==> src/modular_exponentiation_defines.svh <==
`ifndef MODULAR_EXPONENTIATION_DEFINES_SVH
`define MODULAR_EXPONENTIATION_DEFINES_SVH
// implication check, reset aware
`define MME_ASSERT_IMP(label, cond, expr, msg) \
    label: assert property (@(posedge clk) disable iff (!rst_n) (cond) |-> (expr)) \
        else $error(msg);
// next-cycle check, reset aware
`define MME_ASSERT_NXT(label, cond, expr, msg) \
    label: assert property (@(posedge clk) disable iff (!rst_n) (cond) |=> (expr)) \
        else $error(msg);
`endif

==> src/mme_pkg.sv <==
package mme_pkg;
    localparam int OPERAND_BITS = 31;

    typedef enum logic [1:0] {
        S_IDLE,
        S_ISSUE,
        S_WAIT,
        S_OUT
    } state_t;
endpackage

==> src/mme_cell.sv <==
module mme_cell
    import mme_pkg::*;
#(
    parameter int W = OPERAND_BITS
) (
    input  logic         clk,
    input  logic         rst_n,
    input  logic         in_valid,
    input  logic [W-1:0] in_acc,
    input  logic [W-1:0] a,
    input  logic         b_bit,
    input  logic [W-1:0] m,
    output logic         out_valid,
    output logic [W-1:0] out_acc
);
    logic         valid_reg;
    logic [W-1:0] acc_reg;
    logic [W-1:0] acc_next;
    logic [W:0]   dbl;
    logic [W:0]   red1;
    logic [W:0]   sum;
    logic [W:0]   red2;
    logic [W:0]   m_ext;

    // one shift-and-add step: acc = 2*acc (+a) mod m
    always_comb
    begin
        m_ext = {1'b0, m};
        dbl   = {in_acc, 1'b0};
        red1  = (dbl >= m_ext) ? dbl - m_ext : dbl;
        sum   = red1 + (b_bit ? {1'b0, a} : '0);
        red2  = (sum >= m_ext) ? sum - m_ext : sum;
        acc_next = red2[W-1:0];
    end

    always_ff @(posedge clk or negedge rst_n)
    begin
        if (!rst_n)
        begin
            valid_reg <= 1'b0;
        end
        else
        begin
            valid_reg <= in_valid;
        end
    end

    always_ff @(posedge clk)
    begin
        acc_reg <= acc_next;
    end

    assign out_valid = valid_reg;
    assign out_acc   = acc_reg;
endmodule

==> config.mk <==
export PLATFORM = sky130hd
export DESIGN_NAME = mme_cell
export DESIGN_NICKNAME = d
export VERILOG_FILES = /design/src/modular_exponentiation_defines.svh /design/src/mme_pkg.sv /design/src/mme_cell.sv
export SDC_FILE = /design/constraint.sdc
export NUM_CORES = 1
export LEC_CHECK = 0
export BUFFER_PORTS_ARGS = -buffer_cell sky130_fd_sc_hd__buf_2
export CAP_MARGIN = 30
export CORE_MARGIN = 1
export CORE_UTILIZATION = 25
export DETAILED_ROUTE_END_ITERATION = 8
export GPL_TIMING_DRIVEN = 0
export HOLD_SLACK_MARGIN = 0.06
export PLACE_DENSITY = 0.44
export SLEW_MARGIN = 20
export SYNTH_ARGS = -nofsm -noshare
export SYNTH_HDL_FRONTEND = slang
export SYNTH_SLANG_ARGS = --single-unit
==> constraint.sdc <==
create_clock -name clk -period 0.8 [get_ports clk]
set_input_delay 0.16 -clock clk [delete_from_list [all_inputs] [get_ports clk]]
set_output_delay 0.16 -clock clk [all_outputs]
set_load 0.02 [all_outputs]
After elaboration in Yosys (flattened, before gate mapping)
Cells that the tools add are included.
Operators by class
  add/sub/neg operators: 3
  $lt $le $gt $ge: 2
  multiplexer cells: 3
Operators by type and width (count)
  greater-or-equal comparator 32 x 31 -> 1 bit: 2
  two-way mux 31 bit: 2
  adder 32 x 31 -> 32 bit: 1
  two-way mux 32 bit: 1
  subtractor 32 x 31 -> 32 bit: 1
  subtractor 31 bit: 1
Storage, ports and cells
  bits in registers: 32
  bits of input ports: 97
  output and inout bits: 32
  logic and storage cells: 10

Logic depth before layout (Yosys ltp)
Gate-level depths: netlist (run 1).
  word-level depth: 5
  gate-level depth with buffers: 36

Worst setup path after synthesis (run 1)
OpenSTA, ideal clock, no wires.
  kind: input port to flip-flop
  from: input m[1]
  to: register acc_reg[20], in the netlist out_acc[20]
  library setup time: 0.121 ns
  arrival time: 7.208 ns
  slack: -6.529 ns
  stages: 34
  buffers on the path: 3
  cells stage by stage: inv_1 > fa_1 > a21o_1 > o21ba_1 > o311ai_1 > o211ai_1 > o21ai_0 > a21boi_0 > nor2_1 > clkbuf_1 > buf_1 > nor2_1 > ha_1 > inv_1 > fa_1 > nor2b_1 > o31a_1 > o32a_1 > a221o_1 > a41o_1 > a311o_1 > a31oi_1 > xnor2_1 > ha_1 > a21o_1 > a21o_1 > a21o_1 > a211oi_1 > o21ai_1 > a41oi_1 > o21ai_1 > a21oi_1 > buf_4 > mux2_2
On the way
  longest elaborated chain between the ends: 5
Ends and longest elaborated chain
  start: declaration: line mme_cell.sv:12  | input logic [W-1:0] m,
  subtractor 32 x 31 -> 32 bit / greater-or-equal comparator 32 x 31 -> 1 bit (equally long branches): line mme_cell.sv:30  | red1 = (dbl >= m_ext) ? dbl - m_ext : dbl;
  two-way mux 32 bit: line mme_cell.sv:30
  adder 32 x 31 -> 32 bit: line mme_cell.sv:31  | sum = red1 + (b_bit ? {1'b0, a} : '0);
  subtractor 31 bit / greater-or-equal comparator 32 x 31 -> 1 bit (equally long branches): line mme_cell.sv:32  | red2 = (sum >= m_ext) ? sum - m_ext : sum;
  two-way mux 31 bit (*): line mme_cell.sv:32
  via red2[20]: line mme_cell.sv:22  | logic [W:0] red2;
  end signal: assignment: line mme_cell.sv:50  | acc_reg <= acc_next;
  end: declaration: line mme_cell.sv:17  | logic [W-1:0] acc_reg;
The timed path passes the listed nets; every way through them passes the cells marked *.

Final worst setup path (run 1)
  from: input m[9]
  to: register acc_reg[24], in the netlist out_acc[24]
Same word-level chain as after synthesis.

==> results.ini, run 1 <==
[sta]
final_max_slew_viol_count = 0
fin_setup_tns_ps = -196210
relSlewSlack_pct = 56.10
final.period_utilization_pct = 882.7
tightest_slew_ps = 658.5
min_period_ps = 7062
max_freq_ghz = 0.1416
setup_violations = 63
rsz0062_at_grt = yes
timing.hold.ws_ps = 156.6
setup_ws_ps = -6262
finalHoldViolCount = 0

[synth]
yosys_register_bits = 32
synthCells = 827
synthAdderAreaFrac_pct = 19.64
synth-compound-area-share_pct = 29.42
yosysTopAreaCell = ha_1
synth_mux_area_share_pct = 6.004
synth_top_family_by_area = compound AO/OA/AOI/OAI gates
synth_xor_area_share_pct = 11.10
synth_simple_gate_area_share_pct = 18.59
synthesis.nets = 1020
syn_area_per_cell_um2 = 7.534
synth_ff_type = dfxtp_1
synth_cell_types = 71
yosysSeqAreaShare_pct = 10.36
synth_top_area_share_pct = 18.67
synth.yosys.warnings = 0
synthTopCellsByArea = ha_1, dfxtp_1, xnor2_1
synth-edff-count = 0
async_flop_share_pct = 3.125
syn_area_um2 = 6231

[die]
core_um2 = 24390
die_y_um = 159.9
rows = 57
start_util_pct = 25.55
die_w_um = 159.9
num_io_pins = 129
die_area_um2 = 25560

[place]
placed_area_um2 = 7358
portBuffers = 128
dp_slack_ps = -7909
dp_hpwl_mm = 17.72
gp_congestion = 0.8152

[cells_and_area]
drive_gt1_share_pct = 34.26
final_util_pct = 36.78
final_cell_mix = buf_2, ha_1, buf_4, nand2_1, a21oi_1
layout_commonest_cell = buf_2
area_delta_synth_final_pct = 43.96
seq_area_um2 = 684.4
fillCellCount = 2624
diodes = 0
multi_input_area_um2 = 5802
nets = 1234
finalInstanceArea_um2 = 8970

[grt]
antenna_found_initial = 0
grt_overflow = 0
grt_util_all_layers_pct = 17.47
grt_pass1_wl_mm = 35.03
grt_pass1_vias = 6527
grt_max_degree = 11

[power_and_ir_drop]
power_density_nw_per_um2 = 3074
p_leak_nw = 4.317
max-vdd-ir-drop_uv = 1234

[drt]
via_per_inst = 4.906
ant_nets = 0
drtIter0Drc = 341
finalWirelength_mm = 22.90
dr.pass1.iters = 4
drc = 0
avgRoutedWirePerCell_um = 16.77
vias = 6702

[critical_path]
required_ps = 990
cp.arrival_ps = 7250
worstSetupStartpointType = input pin
cp-end-kind = flip-flop
crit_top_cell = buf_6
slowest_stage = a311o_2
critical_path_class = in -> reg
worst_path_largest_cell_delay_ps = 430
path_max_fanout = 7

[flow_run]
maxCapViolCount = 0

[cts]
cts_inserted_buffers = 5
clock_sinks = 32
clk_path_buf_depth = 2
cts_tree = yes
htreeDepth = 2
clk_pin_slew_worst_paths_ps = 70
root_buffer = clkbuf_16

[hold_path]
min_path_type = in -> async

[outcome]
outcome = finished, violations left
violations = setup timing

[per-stage QoR]
| step | total power [mW] | instances |
|---|---|---|
| after CTS | 26.71 | 1346 |
| after detailed placement | 18.77 | 1279 |
| final | 27.57 | 1366 |
| after global placement | 18.83 | 1279 |
| after global routing | 29.70 | 1366 |
| after floorplan | 14.86 | 827 |
[final cells by class]
type / count / area share [%]
buffer: 22 / 1.967
clock buffer: 7 / 1.479
clock inverter: 1 / 0.05580
inverter: 52 / 2.260
multi-input combinational: 717 / 64.68
sequential: 32 / 7.630
tap: 324 / 4.519
timing repair buffer: 211 / 17.41
[cell usage after synthesis (all sizes together), types with 7 or more instances]
cell and n:
inv 52, ha 93, a21oi 68, o211ai 8
xnor2 46, and2 35, mux2 32, nor2 39
nand4 11, dfxtp 31, nor3 23, nand2 72
a21o 45, o21ai 65, a31oi 9, and4 7
o21a 13, nand2b 11, a211oi 10, xor2 33
clkbuf 21
[cell families (layout without fill, tap and decap cells)]
kind of cell	after synthesis	in the layout
AOI/OAI and AO/OA	278	278
xor gates and xnor gates	79	79
adders and majority gates	96	96
buffers and inverters	78	293
DFF	32	32
muxes	33	33
and+or+nand+nor	231	231
[layer usage]
layer	share of wire [%]	up-vias	global-route usage [%]
met5	0	-	0
met1	49	3095	23.98
met2	46	131	29.12
li1	-	3458	-
met3	3.3	18	2.156
met4	1.3	0	3.680
[critical path, delay by kind of cell]
family / cells / cell delay (ps)
xor gates and xnor gates: 1 / 140
adders and majority gates: 3 / 1000
and+or+nand+nor: 5 / 940
AOI/OAI and AO/OA: 17 / 3300
buffers and inverters: 10 / 1380
muxes: 1 / 300
[registers in the layout, indices dropped and copies added (netlist names)]
name and count:
out_valid 1, out_acc 31
[what timing repair did]
| item | in CTS | in global routing |
|---|---|---|
| hold endpoints to repair | 2 | 0 |
| pin swaps | 31 | 45 |
| cloned | 2 | 1 |
| buffers inserted | 55 | 26 |
| hold buffers | 2 | 0 |
| resized for setup | 175 | 58 |
| setup endpoints to repair | 63 | 63 |
[worst max path at each step]
stage / from / endpoint / slack (ps) / depth (start not counted)
global placement: m[11] / out_acc[28]$_DFF_P_ / -7880 / 36
finish: m[9] / out_acc[24]$_DFF_P_ / -6260 / 37
detailed placement: m[12] / out_acc[7]$_DFF_P_ / -7910 / 36
global route: m[9] / out_acc[24]$_DFF_P_ / -6520 / 38
floorplan: m[1] / out_acc[20]$_DFF_P_ / -5830 / 33
CTS: m[0] / out_acc[1]$_DFF_P_ / -6410 / 38
[report_power, final]
group	internal, mW	switching (mW)
Sequential	2.73	0.377
Clock	1.16	0.933
Combinational	11.7	10.6
Note: power is estimated with default switching activity, not from simulation.
==> run 2: changes to the inputs <==
- ABC_AREA: not set -> 1
- PLACE_DENSITY: 0.44 -> 0.43
==> run 2 against run 1 <==
Net effect:
- the run still ends with setup timing left
- worst setup slack gained 2300 ps
- wire length is 47% higher
- global-route usage grew 3.8 points
- critical path depth is 3 higher
==> results.ini, run 2 <==
[sta]
finalHoldViolCount = 0  ; unchanged
min_period_ps = 4712  ; was 7062 ps
max_freq_ghz = 0.2122  ; was 0.1416 GHz
tightest_slew_ps = 521.3  ; was 658.5 ps
final.period_utilization_pct = 589.1  ; was 882.7%
relSlewSlack_pct = 65.24  ; was 56.10%
setup_violations = 63  ; unchanged
final_max_slew_viol_count = 0  ; unchanged
setup_ws_ps = -3912  ; was -6262 ps
rsz0062_at_grt = yes  ; unchanged

[cells_and_area]
final_util_pct = 44.68  ; was 36.78%
fillCellCount = 3060  ; was 2624
diodes = 0  ; unchanged
finalInstanceArea_um2 = 12960  ; was 8970 um^2
area_delta_synth_final_pct = 73.50  ; was 43.96%
seq_area_um2 = 684.4  ; unchanged
layout_commonest_cell = nand2_1  ; was buf_2
nets = 1816  ; was 1234
multi_input_area_um2 = 8399  ; was 5802 um^2
largest_reg_flops = 31  ; unchanged
final_cell_mix = nand2_1, inv_1, buf_4, buf_2, nand2_2  ; was buf_2, ha_1, buf_4, nand2_1, a21oi_1
drive_gt1_share_pct = 46.74  ; was 34.26%

[die]
start_util_pct = 25.75  ; was 25.55%
core_um2 = 29010  ; was 24390 um^2
die_y_um = 174.9  ; was 159.9 um
die_w_um = 174.9  ; was 159.9 um
num_io_pins = 129  ; unchanged
rows = 62  ; was 57
die_area_um2 = 30580  ; was 25560 um^2

[critical_path]
cp-end-kind = flip-flop  ; unchanged
crit_top_cell = nand2_4  ; was buf_6
critical_path_class = in -> reg  ; unchanged
worst_path_largest_cell_delay_ps = 380  ; was 430 ps
required_ps = 960  ; was 990 ps
slowest_stage = fa_2  ; was a311o_2
worstSetupStartpointType = input pin  ; unchanged
cp.arrival_ps = 4870  ; was 7250 ps
startpoint = m[1]  ; was m[9]
path_max_fanout = 7  ; unchanged

[cts]
cts_inserted_buffers = 5  ; unchanged
clk_path_buf_depth = 2  ; unchanged
root_buffer = clkbuf_16  ; unchanged
htreeDepth = 2  ; unchanged
clk_pin_slew_worst_paths_ps = 50  ; was 70 ps
clock_sinks = 32  ; unchanged
cts_tree = yes  ; unchanged

[grt]
grt_max_degree = 11  ; unchanged
grt_overflow = 0  ; unchanged
grt_util_all_layers_pct = 21.31  ; was 17.47%
antenna_found_initial = 0  ; unchanged
grt_pass1_wl_mm = 51.07  ; was 35.03 mm
grt_pass1_vias = 9697  ; was 6527

[synth]
synth-edff-count = 0  ; unchanged
yosys_register_bits = 32  ; unchanged
yosysMostFrequentCell = nand2_1  ; was ha_1
yosysSeqAreaShare_pct = 8.642  ; was 10.36%
syn_area_per_cell_um2 = 5.596  ; was 7.534 um^2
synthesis.nets = 1528  ; was 1020
synth_top_area_share_pct = 21.91  ; was 18.67%
ys_top_cells_by_count = nand2_1, inv_1, nor2_1  ; was ha_1, nand2_1, a21oi_1
synthTopCellsByArea = nand2_1, ha_1, inv_1  ; was ha_1, dfxtp_1, xnor2_1
yosysTopAreaCell = nand2_1  ; was ha_1
syn_area_um2 = 7471  ; was 6231 um^2
async_flop_share_pct = 3.125  ; unchanged
synth_cell_types = 35  ; was 71
synth_ff_type = dfxtp_1  ; unchanged
synth.yosys.warnings = 0  ; unchanged
synthCells = 1335  ; was 827

[power_and_ir_drop]
p_leak_nw = 6.198  ; was 4.317 nW
power_mw = 33.28  ; was 27.57 mW
max-vdd-ir-drop_uv = 908.9  ; was 1234 uV
power_density_nw_per_um2 = 2567  ; was 3074 nW/um^2

[place]
dp_hpwl_mm = 27.08  ; was 17.72 mm
gp_congestion = 0.9020  ; was 0.8152
portBuffers = 128  ; unchanged
placed_area_um2 = 9119  ; was 7358 um^2
dp_slack_ps = -5010  ; was -7909 ps

[outcome]
outcome = finished, violations left  ; unchanged
violations = setup timing  ; unchanged

[flow_run]
maxCapViolCount = 0  ; unchanged

[drt]
avgRoutedWirePerCell_um = 16.74  ; was 16.77 um
ant_nets = 0  ; unchanged
dr.pass1.iters = 5  ; was 4
finalWirelength_mm = 33.61  ; was 22.90 mm
vias = 9675  ; was 6702
drc = 0  ; unchanged
drtIter0Drc = 423  ; was 341
via_per_inst = 4.818  ; was 4.906

[hold_path]
min_path_type = in -> async  ; unchanged

## run 2: final cells by class
type                            count  share of cell area, %
Multi-Input combinational cell   1077                  64.80
Timing Repair Buffer              281                  16.61
Clock buffer                        8                  1.207
Inverter                          205                  6.477
Buffer                             21                  1.921
Sequential cell                    32                  5.280
Tap cell                          384                  3.707
## run 2: cells by family after synthesis
| group | share of synthesized area (%) |
|---|---|
| and+or+nand+nor | 38.92 |
| buffers and inverters | 11.89 |
| AOI/OAI and AO/OA | 16.20 |
| adders and majority gates | 16.38 |
| xor gates and xnor gates | 7.972 |
| DFF | 8.642 |
## run 2: power by group
| part | switching (mW) | leakage [nW] | total (mW) | internal [mW] |
|---|---|---|---|---|
| clock network | 0.628 | 0.0772 | 1.95 | 1.32 |
| logic | 15.5 | 5.85 | 28.3 | 12.8 |
| registers | 0.351 | 0.275 | 3.03 | 2.68 |
| total | 16.5 | 6.20 | 33.3 | 16.8 |
## run 2: worst paths after layout
path	cells after the start	end
max in group asynchronous	2	out_valid$_DFF_PN0_
min in group clk	5	out_acc[0]$_DFF_P_
setup / recovery	40	out_acc[23]$_DFF_P_
hold / removal	2	out_valid$_DFF_PN0_
## run 2: repair_timing
item                                    CTS  global route
cloned                                    3             3
hold buffers                              2             0
resized for setup                       406           222
endpoints found under the setup margin   63            63
setup buffers                            95            50
pin swaps                                94           139
endpoints found under the hold margin     2             0
## run 2: critical path: cells and delay by family
family / cells / cell delay, ps
buffers and inverters: 8 / 940
AO/OA/AOI/OAI: 4 / 560
adder cells (fa/ha/maj): 3 / 880
AND/OR/NAND/NOR: 25 / 2290
## run 2: routing by layer
metal / track usage, % / vias up / wire length, um
li1: - / 4897 / -
met1: 27.92 / 4503 / 15130
met2: 38.36 / 230 / 16610
met3: 0.9356 / 45 / 1159
met4: 4.601 / 0 / 708
met5: 0 / - / 0
## run 2: stage by stage
stage | TNS (ps) | hold slack (ps) | std cells
after floorplan | -104960 | -135.6 | 1335
after global placement | -154910 | -65.83 | 1847
after detailed placement | -154330 | -63.72 | 1847
after CTS | -120640 | 174.6 | 1955
after global routing | -130620 | 197.4 | 2008
final | -122200 | 190.1 | 2008
==> run 3: changes to the inputs <==
- CORE_ASPECT_RATIO: not set -> 2
==> run 3 against run 2 <==
Net effect:
- the run still ends with setup timing left
- first-iteration DRC count decreased by 16%
- via count decreased by 0.30%
- total power decreased by 4.8%
==> results.ini, run 3 (synthesis results as in run 2) <==
[power_and_ir_drop]
p_leak_nw = 5.990  ; was 6.198 nW
max-vdd-ir-drop_uv = 979.5  ; was 908.9 uV
power_mw = 31.68  ; was 33.28 mW
power_density_nw_per_um2 = 2572  ; was 2567 nW/um^2

[sta]
final.period_utilization_pct = 605.3  ; was 589.1%
setup_ws_ps = -4043  ; was -3912 ps
tightest_slew_ps = 541.6  ; was 521.3 ps
relSlewSlack_pct = 63.56  ; was 65.24%
min_period_ps = 4843  ; was 4712 ps
final_max_slew_viol_count = 0  ; unchanged
setup_violations = 63  ; unchanged
fin_setup_tns_ps = -127060  ; was -122200 ps
finalHoldViolCount = 0  ; unchanged
rsz0062_at_grt = yes  ; unchanged
max_freq_ghz = 0.2065  ; was 0.2122 GHz

[die]
core_um2 = 29400  ; was 29010 um^2
die_w_um = 124.2  ; was 174.9 um
rows = 89  ; was 62
num_io_pins = 129  ; unchanged
die_y_um = 246.5  ; was 174.9 um
start_util_pct = 25.41  ; was 25.75%
die_area_um2 = 30620  ; was 30580 um^2

[critical_path]
required_ps = 970  ; was 960 ps
worstSetupStartpointType = input pin  ; unchanged
path_max_fanout = 10  ; was 7
cp-end-kind = flip-flop  ; unchanged
critical_path_class = in -> reg  ; unchanged
worst_path_largest_cell_delay_ps = 410  ; was 380 ps
cp.arrival_ps = 5010  ; was 4870 ps
slowest_stage = fa_2  ; unchanged

[cts]
cts_inserted_buffers = 5  ; unchanged
root_buffer = clkbuf_16  ; unchanged
cts_tree = yes  ; unchanged
clk_path_buf_depth = 2  ; unchanged
htreeDepth = 2  ; unchanged
clk_pin_slew_worst_paths_ps = 50  ; about the same
clock_sinks = 32  ; unchanged

[cells_and_area]
final_cell_mix = nand2_1, inv_1, buf_4, nand2_2, buf_2  ; was nand2_1, inv_1, buf_4, buf_2, nand2_2
final_util_pct = 41.90  ; was 44.68%
finalInstanceArea_um2 = 12320  ; was 12960 um^2
nets = 1787  ; was 1816
area_delta_synth_final_pct = 64.86  ; was 73.50%
final-instance-count-excl-fill = 1959  ; was 2008
largest_reg_flops = 31  ; unchanged
layout_commonest_cell = nand2_1  ; unchanged
drive_gt1_share_pct = 42.45  ; was 46.74%
diodes = 0  ; unchanged
fillCellCount = 3220  ; was 3060

[place]
portBuffers = 128  ; unchanged
placed_area_um2 = 9094  ; was 9119 um^2
gp_congestion = 0.9541  ; was 0.9020
dp_hpwl_mm = 30.09  ; was 27.08 mm
dp_cells = 1827  ; was 1847

[outcome]
violations = setup timing  ; unchanged
outcome = finished, violations left  ; unchanged

[flow_run]
maxCapViolCount = 0  ; unchanged

[grt]
grt_pass1_wl_mm = 52.87  ; was 51.07 mm
grt_max_degree = 11  ; unchanged
grt_util_all_layers_pct = 22.76  ; was 21.31%
grt_pass1_vias = 10120  ; was 9697
antenna_found_initial = 0  ; unchanged
grt_overflow = 0  ; unchanged

[drt]
drc = 0  ; unchanged
finalWirelength_mm = 35.55  ; was 33.61 mm
ant_nets = 0  ; unchanged
avgRoutedWirePerCell_um = 18.15  ; was 16.74 um
via_per_inst = 4.924  ; was 4.818
drtIter0Drc = 356  ; was 423
vias = 9646  ; was 9675
dr.pass1.iters = 5  ; unchanged

[hold_path]
min_path_type = in -> async  ; unchanged

## run 3: changes by cell type in the layout (fill, tap and decap cells not counted), moves of 7 or more
cell / delta
inv_1: +9
a21oi_1: +10
nand2_4: -10
nor2_2: -7
nor2_1: +8
buf_4: -19
a21oi_2: -8
nand2_1: +11
o21ai_0: +7
ha_1: +7
## run 3: how the worst max path moves through the flow
stage,from,to,depth (start not counted)
floorplan,m[13],out_acc[13]$_DFF_P_,37
global placement,m[15],out_acc[24]$_DFF_P_,31
detailed placement,m[15],out_acc[26]$_DFF_P_,31
CTS,m[1],out_acc[1]$_DFF_P_,38
global route,m[1],out_acc[22]$_DFF_P_,38
finish,m[1],out_acc[18]$_DFF_P_,36
## run 3: routing by layer
metal	global-route usage (%)	routed length [um]
met1	19.39	11360
met2	46.56	20100
met3	0.9772	785
met4	20.45	3308
met5	0	0
## run 3: area by class of cell
cell class                 instances  area [um^2]  area share [%]
buffer                            21        221.5           1.798
inverter                         205        834.6           6.776
timing repair buffer             252         1872           15.20
multi-input combinational       1077         8093           65.71
sequential                        32        684.4           5.557
clock buffer                       8        156.4           1.270
tap                              364        455.4           3.698
## run 3: through the flow
stage,setup WS (ps),hold slack (ps)
6_report,-4043,183.4
5_1_grt,-4348,200.4
4_1_cts,-4000,167.6
3_5_place_dp,-5557,-64.33
3_3_place_gp,-5542,-66.12
2_1_floorplan,-3391,-135.6
## run 3: power by group
group | internal [mW] | switching [mW] | total (mW) | leakage (nW)
logic | 11.6 | 15.1 | 26.7 | 5.64
registers | 2.68 | 0.368 | 3.05 | 0.275
clock network | 1.32 | 0.640 | 1.96 | 0.0772
## run 3: critical path: cells and delay by family
| family | cells | cell delay, ps |
|---|---|---|
| fa+ha+maj | 3 | 1000 |
| compound gates | 4 | 660 |
| xor+xnor | 1 | 270 |
| buf+inv | 6 | 770 |
| simple gates | 22 | 2100 |
## run 3: repair_timing
| action | CTS | global route |
|---|---|---|
| setup endpoints to repair | 63 | 63 |
| resized for setup | 360 | 190 |
| gates cloned | 3 | 1 |
| hold endpoints to repair | 2 | 0 |
| hold buffers | 2 | 0 |
| setup buffers | 80 | 39 |
| pin swaps | 73 | 93 |
